==> config.mk <==
export PLATFORM = sky130hd
export DESIGN_NAME = lljd_front
export DESIGN_NICKNAME = d
export VERILOG_FILES = /design/src/rtl/lljd_pkg.sv /design/src/rtl/lljd_front.sv
export SDC_FILE = /design/constraint.sdc
export NUM_CORES = 1
export LEC_CHECK = 0
export BUFFER_PORTS_ARGS = -buffer_cell sky130_fd_sc_hd__buf_2
export CORE_MARGIN = 5
export CORE_UTILIZATION = 45
export DETAILED_ROUTE_END_ITERATION = 6
export GPL_TIMING_DRIVEN = 1
export PLACE_DENSITY = 0.7
export SLEW_MARGIN = 10
export SYNTH_ARGS = -nofsm -noshare
export SYNTH_HDL_FRONTEND = slang
export SYNTH_SLANG_ARGS = --single-unit
==> constraint.sdc <==
create_clock -name i_clk -period 9.1 [get_ports i_clk]
set_input_delay 1.365 -clock i_clk [delete_from_list [all_inputs] [get_ports i_clk]]
set_output_delay 1.365 -clock i_clk [all_outputs]
set_load 0.03 [all_outputs]
==> src/rtl/lljd_pkg.sv <==
// Shared types, codes and default sizes of the least-loaded job dispatcher.
package lljd_pkg;

    // Default build sizes.
    localparam int NUM_QUEUES_DEF  = 8;
    localparam int QUEUE_DEPTH_DEF = 16;

    // Operation codes.
    localparam logic [1:0] OP_START  = 2'd0;
    localparam logic [1:0] OP_SUBMIT = 2'd1;
    localparam logic [1:0] OP_FETCH  = 2'd2;
    localparam logic [1:0] OP_FINISH = 2'd3;

    // Result status codes.
    localparam logic [1:0] ST_OK    = 2'd0;
    localparam logic [1:0] ST_FULL  = 2'd1;
    localparam logic [1:0] ST_EMPTY = 2'd2;
    localparam logic [1:0] ST_BADQ  = 2'd3;

    // Configuration register indexes.
    localparam logic [2:0] CFG_QUEUE_COUNT     = 3'd0;
    localparam logic [2:0] CFG_CPU_QUEUE_COUNT = 3'd1;
    localparam logic [2:0] CFG_FINAL_ENABLE    = 3'd2;
    localparam logic [2:0] CFG_FINAL_ANY_QUEUE = 3'd3;
    localparam logic [2:0] CFG_FINAL_QUEUE     = 3'd4;
    localparam logic [2:0] CFG_FINAL_CODE      = 3'd5;
    localparam logic [2:0] CFG_FINAL_ARGUMENT  = 3'd6;

    // Input transaction payload.
    typedef struct packed {
        logic [1:0]  operation;
        logic [5:0]  queue_index;
        logic        any_queue;
        logic [15:0] job_code;
        logic [63:0] job_argument;
        logic        retry;
    } t_in;

    // Result transaction payload.
    typedef struct packed {
        logic [1:0]  status;
        logic [5:0]  chosen_queue;
        logic        job_valid;
        logic [15:0] out_job_code;
        logic [63:0] out_job_argument;
        logic        wake_valid;
        logic [5:0]  wake_queue;
        logic        backoff;
        logic        all_done;
        logic [15:0] outstanding;
    } t_out;

    // Classified command handed from the front to the back.
    typedef struct packed {
        t_in  item;
        logic need_scan;
    } t_cmd;

endpackage

==> src/rtl/lljd_front.sv <==
// Front end: accepts input transactions, classifies them and buffers them.
module lljd_front
    import lljd_pkg::*;
(
    input  logic i_clk,
    input  logic i_rst_n,
    input  logic i_in_valid,
    output logic o_in_ready,
    input  t_in  i_in_data,
    input  logic i_final_any,
    output logic o_cmd_valid,
    output t_cmd o_cmd,
    input  logic i_cmd_pop
);
    t_cmd       r_buf [2];
    logic       r_wp;
    logic       r_rp;
    logic [1:0] r_cnt;
    logic       push;
    logic       pop;
    t_cmd       cls;

    assign o_in_ready  = (r_cnt != 2'd2);
    assign o_cmd_valid = (r_cnt != 2'd0);
    assign o_cmd       = r_buf[r_rp];
    assign push        = i_in_valid && o_in_ready;
    assign pop         = i_cmd_pop && o_cmd_valid;

    // Mark the commands that need a least-loaded search before execution.
    always_comb begin
        cls.item      = i_in_data;
        cls.need_scan = ((i_in_data.operation == OP_SUBMIT) && i_in_data.any_queue)
                     || ((i_in_data.operation == OP_START) && i_final_any);
    end

    // Two-entry command queue.
    always_ff @(posedge i_clk) begin
        if (!i_rst_n) begin
            r_wp  <= 1'b0;
            r_rp  <= 1'b0;
            r_cnt <= 2'd0;
        end else begin
            if (push) begin
                r_buf[r_wp] <= cls;
                r_wp        <= ~r_wp;
            end
            if (pop) begin
                r_rp <= ~r_rp;
            end
            r_cnt <= r_cnt + {1'b0, push} - {1'b0, pop};
        end
    end
endmodule

==> run_results.csv, run 1 <==
group,metric,value,unit
global_routing,via_count_of_the_first_global_routing_pass,3879,
critical_path,rr_startpoint,"r_cnt[0]$_SDFF_PN0_",
detailed_routing,totalWireLength,12300,um
critical_path,worst_reg2reg_path_endpoint,"r_buf[0][9]$_DFFE_PP_",
clock_tree,numCtsBuffers,17,
synthesis,ys_types,19,
floorplanning,initial_utilization,45.6,%
synthesis,ys_dominant_reg_cell,"sky130_fd_sc_hd__edfxtp_1",
power,share_of_total_power_consumed_by_net_switching,29.5,%
critical_path,rr_worst_depth,4,
floorplanning,core_area,0.0151,mm2
run_status,outcome,"completed",
sta,finalHoldViolations,0,
power,static_power_due_to_leakage,3.13,nW
global_routing,grt_max_degree,56,
clock_tree,postCtsSetupBuffers,0,
layout,n_antenna_cell,0,
job,maxCapViolations,0,
synthesis,yosys_warnings,0,
sta,final_max_slew_viol_count,0,
synthesis,synth.largest_area_cell,"sky130_fd_sc_hd__edfxtp_1",
critical_path,arrival_worst_endpoint,2.39,ns
hold_path,worstHoldPathCells,2,
critical_path,critical_path_class,"flip-flop to output port",
clock_tree,cts-root-to-sink-buffers,2,
floorplanning,ios,188,
critical_path,ordered_list_of_cells_on_the_worst_path,"buf_4, mux2_2, buf_2",
sta,timing.max_slew.rel_slack,27.4,%
synthesis,post-synth-top-count-cell,"sky130_fd_sc_hd__edfxtp_1",
clock_tree,cts-hold-fix-buffers,0,
sta,final-setup-viol-count,0,
critical_path,required,7.74,ns
sta,transition_at_the_pin_with_the_smallest_max_transition_slack,1.09,ns
global_routing,grt_use_total,14.0,%
clock_tree,post_cts_resize_count,0,
placed_design,finalWeightedCongestion,0.690,
clock_tree,clock_sinks,187,
power,power.internal,0.00164,W
synthesis,mappedNetlistNets,407,
power,pwr-share-seq,45.8,%
sta,final.setup_skew,0.00722,ns
power,power_density,273,mW/mm2
hold_path,hold_end,"r_wp$_SDFFE_PN0P_",
layout,area_delta_synth_final,23.5,%
sta,final_cycle_share,41.2,%
detailed_routing,detail_route.wl_per_cell,17.4,um
power,max-vdd-ir-drop,0.155,mV
synthesis,synthesis.instances,310,
clock_tree,clkTransAtPathRegs,0.06,ns
critical_path,crit_path_end_kind,"output port",
synthesis,top_post_synthesis_cells_by_count,"sky130_fd_sc_hd__edfxtp_1 (182), sky130_fd_sc_hd__mux2_2 (91), sky130_fd_sc_hd__clkbuf_8 (9), sky130_fd_sc_hd__dfxtp_1 (5)",
hold_path,min_path_type,"flip-flop to flip-flop",
synthesis,syn-mean-instance-area,22.2,um2
layout,final_layout_size_suffix_gt1_share,59.3,%
clock_tree,clockRootBuffer,"sky130_fd_sc_hd__clkbuf_16",
sta,rsz0062_at_grt,"false",
sta,tns,0,ns
synthesis,post-synth-top-area-fraction,79.5,%
power,total_switching_power,0.000686,W
detailed_routing,detail_route.iter0.violations,138,
sta,period_minus_slack,3.75,ns
sta,layout_setup_ws,5.35,ns
floorplanning,placementRows,45,
synthesis,syn_area,0.00687,mm2
critical_path,reg2reg_setup_slack,6.42,ns
layout,fin_nets,606,
critical_path,worst_path_max_delay_cell,"sky130_fd_sc_hd__dfxtp_4",
global_routing,grt_use_met3,4.53,%
global_routing,grt_first_pass_wirelength,19300,um
synthesis,sequential_cell_area_fraction_in_the_yosys_report,81.0,%
clock_tree,tritoncts,"yes",
synthesis,asr_flop_ratio_synth,0,%
critical_path,worst-path-max-fanout,53,
global_routing,grtUsageMet2,24.2,%
detailed_routing,length_of_the_first_detailed_routing_pass_in_iterations,4,
placed_design,hpwl,8240,um
global_routing,grt_antenna_before_repair,0,
synthesis,synth.top_cells.by_area,"sky130_fd_sc_hd__edfxtp_1 (80%), sky130_fd_sc_hd__mux2_2 (15%), sky130_fd_sc_hd__clkbuf_8 (1.8%)",
floorplanning,die_area,0.0178,mm2
global_routing,overflow,0,
synthesis,ys_ff_latch,187,
floorplanning,dieHeight,134,um
critical_path,critical_path.startpoint_type,"flip-flop",
detailed_routing,route.detailed.drc,0,
placed_design,portBuffers,187,
floorplanning,die_w,134,um
global_routing,grt_busiest_layer,"met2",
sta,clock.fmax,0.267,GHz
power,clock_network_power_share,29.4,%
detailed_routing,routed_via_density,4.89,
clock_tree,worst_skew_pair.late_latency,0.41,ns
critical_path,max_incr_delay_on_cp,0.68,ns
placed_design,dpl_worst_slack,5.36,ns
detailed_routing,ant_nets,0,
synthesis,number_of_flops_mapped_to_enable_cells_by_yosys,182,
detailed_routing,num_vias,3467,
clock_tree,h_tree_level_count,4,
hold_path,hold_start,"r_wp$_SDFFE_PN0P_",
global_routing,globalRouteMet1Util,16.0,%
power,comb_power_share,24.9,%
placed cells by master, fill, tap and decap left out, drive strengths merged:
cell type    n
inv          2
mux2        91
nor2b        2
and2         3
edfxtp     182
o21a         1
dfxtp        5
nor2         2
nand2b       1
xnor2        3
clkbuf      22
ha           2
and3         1
nand3        1
bufinv       2
mux2i        1
clkinvlp     1
o22ai        1
or2          1
nand2        1
buf        190
clkinv       6
worst max-delay path: cells and delay by family, from the launching register on:
family                 cells  cell delay (ns)
buffers and inverters      2             0.83
flip-flops                 1             0.68
multiplexers               1             0.42
cell type report:
| cell class | instances | area (um2) |
|---|---|---|
| Clock buffer | 22 | 444 |
| Clock inverter | 9 | 98.8 |
| Fill cell | 1212 | 6600 |
| Inverter | 2 | 7.51 |
| Multi-Input combinational cell | 111 | 1180 |
| Sequential cell | 187 | 5570 |
| Tap cell | 188 | 235 |
| Timing Repair Buffer | 190 | 958 |
flip-flops by register name, summed over array words and instances, names as in the netlist, named ones only:
signal / count
r_buf: 182
r_cnt: 2
r_rp: 1
r_wp: 1
power by group through the flow:
stage               clock, W  sequential [W]  combinational [W]
floorplan                  0         0.00106           0.000471
global placement           0         0.00108           0.000583
detailed placement         0         0.00108           0.000584
CTS                 0.000700         0.00106           0.000587
global route        0.000740         0.00107           0.000615
finish              0.000681         0.00106           0.000577
cells by family (layout without fill, tap and decap cells):
group           after synthesis  after routing  synth area share [%]
buf+inv                      12            223                  2.08
fa+ha+maj                     2              2                 0.364
flops                       187            187                  81.0
simple gates                 12             12                 0.965
xor+xnor                      3              3                 0.382
compound gates                2              2                 0.200
mux                          92             92                  15.1
stage by stage:
stage | total power (W) | area, um2 | hold slack [ns] | cells | utilization (%)
2_1_floorplan | 0.00153 | 6870 | 0.468 | 310 | -
3_3_place_gp | 0.00166 | 7950 | 0.520 | 678 | 52.7
3_5_place_dp | 0.00167 | 7950 | 0.544 | 678 | 52.7
4_1_cts | 0.00235 | 8490 | 0.553 | 709 | 56.3
5_1_grt | 0.00243 | 8490 | 0.598 | 709 | 56.3
6_report | 0.00232 | 8490 | 0.551 | 709 | 56.3
metal layers:
layer  vias up  share of wire (%)
li1       1618                  -
met1      1701                 41
met2       132                 50
met3        16                7.3
met4         0                1.7
met5         -                  0
worst max-delay path by stage:
stage | startpoint | end | slack (ns)
6_report | flip-flop | o_cmd[0] | 5.35
5_1_grt | flip-flop | o_cmd[72] | 5.21
4_1_cts | flip-flop | o_cmd[63] | 5.27
3_5_place_dp | i_rst_n | r_buf[0][21]$_DFFE_PP_ | 5.36
3_3_place_gp | i_rst_n | r_buf[0][65]$_DFFE_PP_ | 5.40
2_1_floorplan | i_rst_n | r_buf[0][0]$_DFFE_PP_ | 3.30
Power figures use the tool's default switching activity.
==> run 2: changes to the inputs <==
==> constraint.sdc (replaced) <==
create_clock -name i_clk -period 3.91 [get_ports i_clk]
set_input_delay 0.5865 -clock i_clk [delete_from_list [all_inputs] [get_ports i_clk]]
set_output_delay 0.5865 -clock i_clk [all_outputs]
set_load 0.03 [all_outputs]
==> run 2 against run 1 <==
Flip-flop and latch count did not move. Critical path depth unchanged. Design area is 1.4% higher. Clock skew rose by 0.0017 ns. Largest cell class unchanged. Clock power increased to 2.5 times the previous value. Final cell count increased by 0.42%. Register-to-register slack got worse by 4.6 ns. Clock-buffer cell count decreased by 2. Die area did not move. First-iteration DRC count grew 2.2%.
==> run_results.csv, run 2 (synthesis gave the netlist of run 1 again) <==
group,metric,value,unit
run_status,outcome,"completed",
sta,final.setup_skew,0.00888,ns
power,power_density,646,mW/mm2
layout,layout_top_registers,"r_buf (182), r_cnt (2)",
global_routing,grt_max_degree,57,
global_routing,grt_first_pass_wirelength,19100,um
floorplanning,core_area,0.0151,mm2
sta,tns,0,ns
floorplanning,initial_utilization,45.6,%
layout,fillers,1184,
detailed_routing,ant_nets,0,
clock_tree,postCtsSetupBuffers,0,
power,share_of_total_power_consumed_by_net_switching,29.6,%
critical_path,required,3.32,ns
clock_tree,h_tree_level_count,4,
sta,rsz0062_at_grt,"false",
sta,clock.fmax,0.356,GHz
floorplanning,dieHeight,134,um
clock_tree,worst_skew_pair.late_latency,0.42,ns
clock_tree,clockRootBuffer,"sky130_fd_sc_hd__clkbuf_16",
detailed_routing,routed_via_density,4.88,
layout,max_flop_register,"r_buf",
power,max-vdd-ir-drop,0.359,mV
placed_design,portBuffers,187,
power,comb_power_share,24.0,%
sta,holdWs,0.350,ns
detailed_routing,detail_route.wl_per_cell,17.4,um
critical_path,worst-path-max-fanout,56,
sta,timing.max_slew.rel_slack,36.2,%
critical_path,critical_path.startpoint_type,"flip-flop",
layout,n_antenna_cell,0,
critical_path,arrival_worst_endpoint,2.22,ns
layout,most-common-layout-cells,"sky130_fd_sc_hd__buf_2 (187), sky130_fd_sc_hd__edfxtp_1 (182), sky130_fd_sc_hd__mux2_2 (91)",
clock_tree,clkTransAtPathRegs,0.07,ns
power,total_switching_power,0.00165,W
layout,fin_nets,608,
sta,final_cycle_share,71.9,%
sta,final-setup-viol-count,0,
detailed_routing,route.detailed.drc,0,
detailed_routing,length_of_the_first_detailed_routing_pass_in_iterations,6,
job,maxCapViolations,0,
clock_tree,cts-hold-fix-buffers,0,
detailed_routing,totalWireLength,12400,um
floorplanning,die_w,134,um
layout,largest_reg_flops,182,
global_routing,grt_antenna_before_repair,2,
hold_path,min_path_type,"input port to flip-flop",
layout,final_layout_size_suffix_gt1_share,60.5,%
global_routing,overflow,0,
floorplanning,die_area,0.0178,mm2
power,pwr-share-seq,44.8,%
floorplanning,placementRows,45,
sta,period_minus_slack,2.81,ns
clock_tree,numCtsBuffers,17,
global_routing,grt_use_total,14.1,%
clock_tree,tritoncts,"yes",
power,power.internal,0.00392,W
layout,area_of_the_multi_input_gates,0.00118,mm2
floorplanning,ios,188,
critical_path,critical_path_class,"flip-flop to output port",
clock_tree,post_cts_resize_count,0,
clock_tree,cts-root-to-sink-buffers,2,
power,static_power_due_to_leakage,3.17,nW
placed_design,finalWeightedCongestion,0.716,
placed_design,hpwl,8490,um
global_routing,via_count_of_the_first_global_routing_pass,3739,
power,clock_network_power_share,31.2,%
clock_tree,clock_sinks,187,
detailed_routing,detail_route.iter0.violations,141,
sta,final_max_slew_viol_count,0,
layout,register_area,0.00557,mm2
critical_path,crit_path_end_kind,"output port",
layout,area_delta_synth_final,25.3,%
layout,layout_commonest_cell,"sky130_fd_sc_hd__buf_2",
detailed_routing,num_vias,3474,
sta,finalHoldViolations,0,
sta,transition_at_the_pin_with_the_smallest_max_transition_slack,0.955,ns
## run 2: cell types whose count changed in the layout (fill, tap and decap cells not counted)
cell / before / now
sky130_fd_sc_hd__buf_12: 0 / 3
sky130_fd_sc_hd__clkinvlp_4: 1 / 4
sky130_fd_sc_hd__clkbuf_8: 0 / 1
sky130_fd_sc_hd__clkinv_1: 2 / 0
sky130_fd_sc_hd__inv_6: 0 / 3
sky130_fd_sc_hd__clkinv_4: 1 / 2
sky130_fd_sc_hd__buf_4: 3 / 2
sky130_fd_sc_hd__clkinv_2: 3 / 0
sky130_fd_sc_hd__clkbuf_1: 5 / 2
sky130_fd_sc_hd__bufinv_16: 2 / 3
## run 2: final timing paths
check                      startpoint                endpoint  slack, ns  cells after the start
hold / removal          i_in_data[79]  r_buf[0][80]$_DFFE_PP_       0.35                      1
setup / recovery            flip-flop               o_cmd[24]       1.10                      3
hold reg to reg     r_rp$_SDFFE_PN0P_               flip-flop       0.55                      2
setup reg to reg  r_cnt[0]$_SDFF_PN0_  r_buf[0][54]$_DFFE_PP_       1.83                      4
## run 2: final cells by class
class                   instances  area share, %
flip-flops and latches        187           64.7
multi-input cells             111           13.7
repair buffers                192           11.7
clock buffers                  20           5.19
well taps                     188           2.73
clock inverters                12           1.90
inverters                       2         0.0872
## run 2: metal layers
layer	part of all wire (%)	routed length, um	track usage [%]
met2	50	6260	23.5
met1	40	5010	16.5
met4	1.5	181	5.20
met3	7.5	932	5.63
met5	0.24	30	0
## run 2: metrics by stage
step	utilization [%]	setup slack (ns)	instances	total power, W	cell area [um2]
global placement	53.0	1.49	680	0.00388	8000
CTS	57.1	1.01	712	0.00564	8610
floorplan	-	0.275	310	0.00356	6880
finish	57.1	1.10	712	0.00557	8610
global route	57.1	0.946	712	0.00581	8610
detailed placement	53.0	1.47	680	0.00390	8000
## run 2: critical path, stage by stage, from the launching register on
cell                      delay, ns
sky130_fd_sc_hd__dfxtp_4       0.85
sky130_fd_sc_hd__buf_4         0.40
sky130_fd_sc_hd__mux2_2        0.38
sky130_fd_sc_hd__buf_2         0.18
## run 2: power groups by stage
| stage | Sequential (W) | Clock, W | Combinational, W |
|---|---|---|---|
| after floorplan | 0.00246 | 0 | 0.00110 |
| after global placement | 0.00254 | 0 | 0.00134 |
| after detailed placement | 0.00255 | 0 | 0.00135 |
| after CTS | 0.00250 | 0.00178 | 0.00136 |
| after global routing | 0.00252 | 0.00188 | 0.00141 |
| final | 0.00249 | 0.00173 | 0.00134 |
==> run 3: changes to the inputs <==
--- a/config.mk
+++ b/config.mk
@@ -10,7 +10,7 @@
 export CORE_UTILIZATION = 45
 export DETAILED_ROUTE_END_ITERATION = 6
 export GPL_TIMING_DRIVEN = 1
-export PLACE_DENSITY = 0.7
+export PLACE_DENSITY = 0.73
 export SLEW_MARGIN = 10
 export SYNTH_ARGS = -nofsm -noshare
 export SYNTH_HDL_FRONTEND = slang
==> constraint.sdc (replaced) <==
create_clock -name i_clk -period 2.3 [get_ports i_clk]
set_input_delay 0.345 -clock i_clk [delete_from_list [all_inputs] [get_ports i_clk]]
set_output_delay 0.345 -clock i_clk [all_outputs]
set_load 0.03 [all_outputs]
==> run 3 against run 2 <==
Sequential power grew 66%. Clock skew grew 0.00080 ns. Combinational power grew 83%. Routed wire length shrank 0.54%. Utilization grew 0.10 points. Global-route usage grew 0.052 points. Final cell count grew 0.14%. Hold slack lost 0.24 ns. Via count grew 0.52%. Sequential share of layout area shrank 0.098 points. Power grew 67%. Register-to-register slack lost 1.3 ns. Critical path type unchanged. Critical endpoint is now o_cmd[34]. Largest cell class unchanged.
==> run_results.csv, run 3 (synthesis gave the netlist of run 1 again) <==
group,metric,value,unit
clock_tree,tritoncts,"yes",
sta,period_minus_slack,1.98,ns
detailed_routing,route.detailed.drc,0,
floorplanning,dieHeight,134,um
detailed_routing,num_vias,3492,
power,power.total,0.00930,W
global_routing,grt_max_degree,50,
layout,fin_nets,609,
global_routing,grt_antenna_before_repair,1,
layout,n_antenna_cell,0,
detailed_routing,totalWireLength,12300,um
global_routing,via_count_of_the_first_global_routing_pass,3886,
placed_design,placed_area,0.00807,mm2
detailed_routing,detail_route.iter0.violations,203,
hold_path,worstHoldPathCells,1,
layout,max_flop_register,"r_buf",
clock_tree,clkTransAtPathRegs,0.07,ns
floorplanning,initial_utilization,45.6,%
global_routing,grt_first_pass_wirelength,19500,um
hold_path,hold_start,"i_in_data[67]",
detailed_routing,length_of_the_first_detailed_routing_pass_in_iterations,4,
critical_path,reg2reg_setup_slack,0.54,ns
sta,finalHoldViolations,0,
detailed_routing,detail_route.wl_per_cell,17.3,um
floorplanning,placementRows,45,
power,max-vdd-ir-drop,0.635,mV
critical_path,arrival_worst_endpoint,1.63,ns
detailed_routing,ant_nets,0,
sta,rsz0062_at_grt,"false",
sta,tns,0,ns
placed_design,dpl_worst_slack,0.530,ns
critical_path,rr_worst_depth,9,
placed_design,place_inst,681,
clock_tree,numCtsBuffers,17,
critical_path,worst_reg2reg_path_endpoint,"r_cnt[1]$_SDFF_PN0_",
clock_tree,clockRootBuffer,"sky130_fd_sc_hd__clkbuf_16",
clock_tree,cts-root-to-sink-buffers,2,
layout,layout_top_registers,"r_buf (182), r_cnt (2)",
layout,finalInstanceArea,0.00863,mm2
clock_tree,clock_sinks,187,
placed_design,hpwl,8330,um
job,maxCapViolations,0,
critical_path,required,1.96,ns
layout,final-instance-count-excl-fill,713,
global_routing,grt_use_total,14.1,%
sta,transition_at_the_pin_with_the_smallest_max_transition_slack,0.292,ns
critical_path,critical_path_class,"flip-flop to output port",
hold_path,min_path_type,"input port to flip-flop",
clock_tree,postCtsSetupBuffers,0,
detailed_routing,routed_via_density,4.90,
floorplanning,die_w,134,um
sta,clock.fmax,0.505,GHz
run_status,outcome,"completed",
sta,final-setup-viol-count,0,
critical_path,crit_path_end_kind,"output port",
layout,largest_reg_flops,182,
critical_path,rr_startpoint,"r_cnt[0]$_SDFF_PN0_",
floorplanning,core_area,0.0151,mm2
placed_design,portBuffers,187,
sta,final_cycle_share,86.1,%
power,static_power_due_to_leakage,3.17,nW
critical_path,ordered_list_of_cells_on_the_worst_path,"buf_12, mux2_2, buf_2",
sta,layout_setup_ws,0.320,ns
global_routing,overflow,0,
floorplanning,die_area,0.0178,mm2
layout,area_delta_synth_final,25.5,%
power,power_density,1080,mW/mm2
clock_tree,cts-hold-fix-buffers,0,
critical_path,worst_path_max_delay_cell,"sky130_fd_sc_hd__dfxtp_4",
sta,timing.max_slew.rel_slack,80.5,%
layout,layout_commonest_cell,"sky130_fd_sc_hd__buf_2",
layout,final_layout_size_suffix_gt1_share,61.5,%
clock_tree,h_tree_level_count,4,
sta,final.setup_skew,0.00968,ns
clock_tree,worst_skew_pair.late_latency,0.42,ns
floorplanning,ios,188,
layout,most-common-layout-cells,"sky130_fd_sc_hd__buf_2 (187), sky130_fd_sc_hd__edfxtp_1 (182), sky130_fd_sc_hd__mux2_2 (91)",
critical_path,critical_path.startpoint_type,"flip-flop",
critical_path,max_incr_delay_on_cp,0.38,ns
placed_design,finalWeightedCongestion,0.780,
hold_path,hold_end,"r_buf[0][68]$_DFFE_PP_",
clock_tree,post_cts_resize_count,0,
critical_path,worst-path-max-fanout,46,
sta,final_max_slew_viol_count,0,
-- run 3: cell types whose count changed in the layout (fill, tap and decap cells not counted), sizes merged --
cell | before | now
clkinv | 2 | 5
bufinv | 3 | 1
clkbuf | 20 | 18
buf | 192 | 193
inv | 5 | 6
-- run 3: final cells by class --
cell class / instances / area, um2
repair buffers: 193 / 1060
clock inverters: 14 / 120
inverters: 2 / 7.51
multi-input cells: 111 / 1200
flip-flops and latches: 187 / 5570
clock buffers: 18 / 439
fillers: 1170 / 6460
well taps: 188 / 235
-- run 3: how the worst max path moves through the flow --
stage,slack (ns),cells after the start,startpoint,to
after floorplan,-0.09,3,r_cnt[0]$_SDFF_PN0_,r_buf[0][0]$_DFFE_PP_
after global placement,0.64,9,r_cnt[0]$_SDFF_PN0_,r_cnt[1]$_SDFF_PN0_
after detailed placement,0.53,9,r_cnt[0]$_SDFF_PN0_,r_cnt[1]$_SDFF_PN0_
after CTS,0.28,3,flip-flop,o_cmd[34]
after global routing,0.25,3,flip-flop,o_cmd[40]
final,0.32,3,flip-flop,o_cmd[34]
-- run 3: through the flow --
step / utilization (%) / hold WS [ns]
after global routing: 57.2 / 0.0882
after global placement: 53.5 / 0.527
final: 57.2 / 0.111
after detailed placement: 53.5 / 0.536
after CTS: 57.2 / 0.0869
after floorplan: - / 0.444
-- run 3: power by group --
group	total, W	internal (W)	switching [W]
Combinational	0.00245	0.000911	0.00154
Sequential	0.00413	0.00405	0.0000805
Clock	0.00273	0.00152	0.00120
Total	0.00930	0.00648	0.00282
-- run 3: metal layers --
| layer | track usage [%] | share of wire (%) | vias up | routed length, um |
|---|---|---|---|---|
| li1 | - | - | 1634 | - |
| met1 | 15.9 | 38 | 1708 | 4640 |
| met2 | 24.0 | 52 | 135 | 6390 |
| met3 | 7.06 | 9.7 | 13 | 1200 |
| met4 | 3.77 | 0.93 | 2 | 115 |
| met5 | 0 | 0.057 | - | 7 |
-- run 3: worst max-delay path, delay by kind of cell, from the launching register on --
kind	cells	cell delay, ns
buf+inv	2	0.42
flops	1	0.38
mux	1	0.38
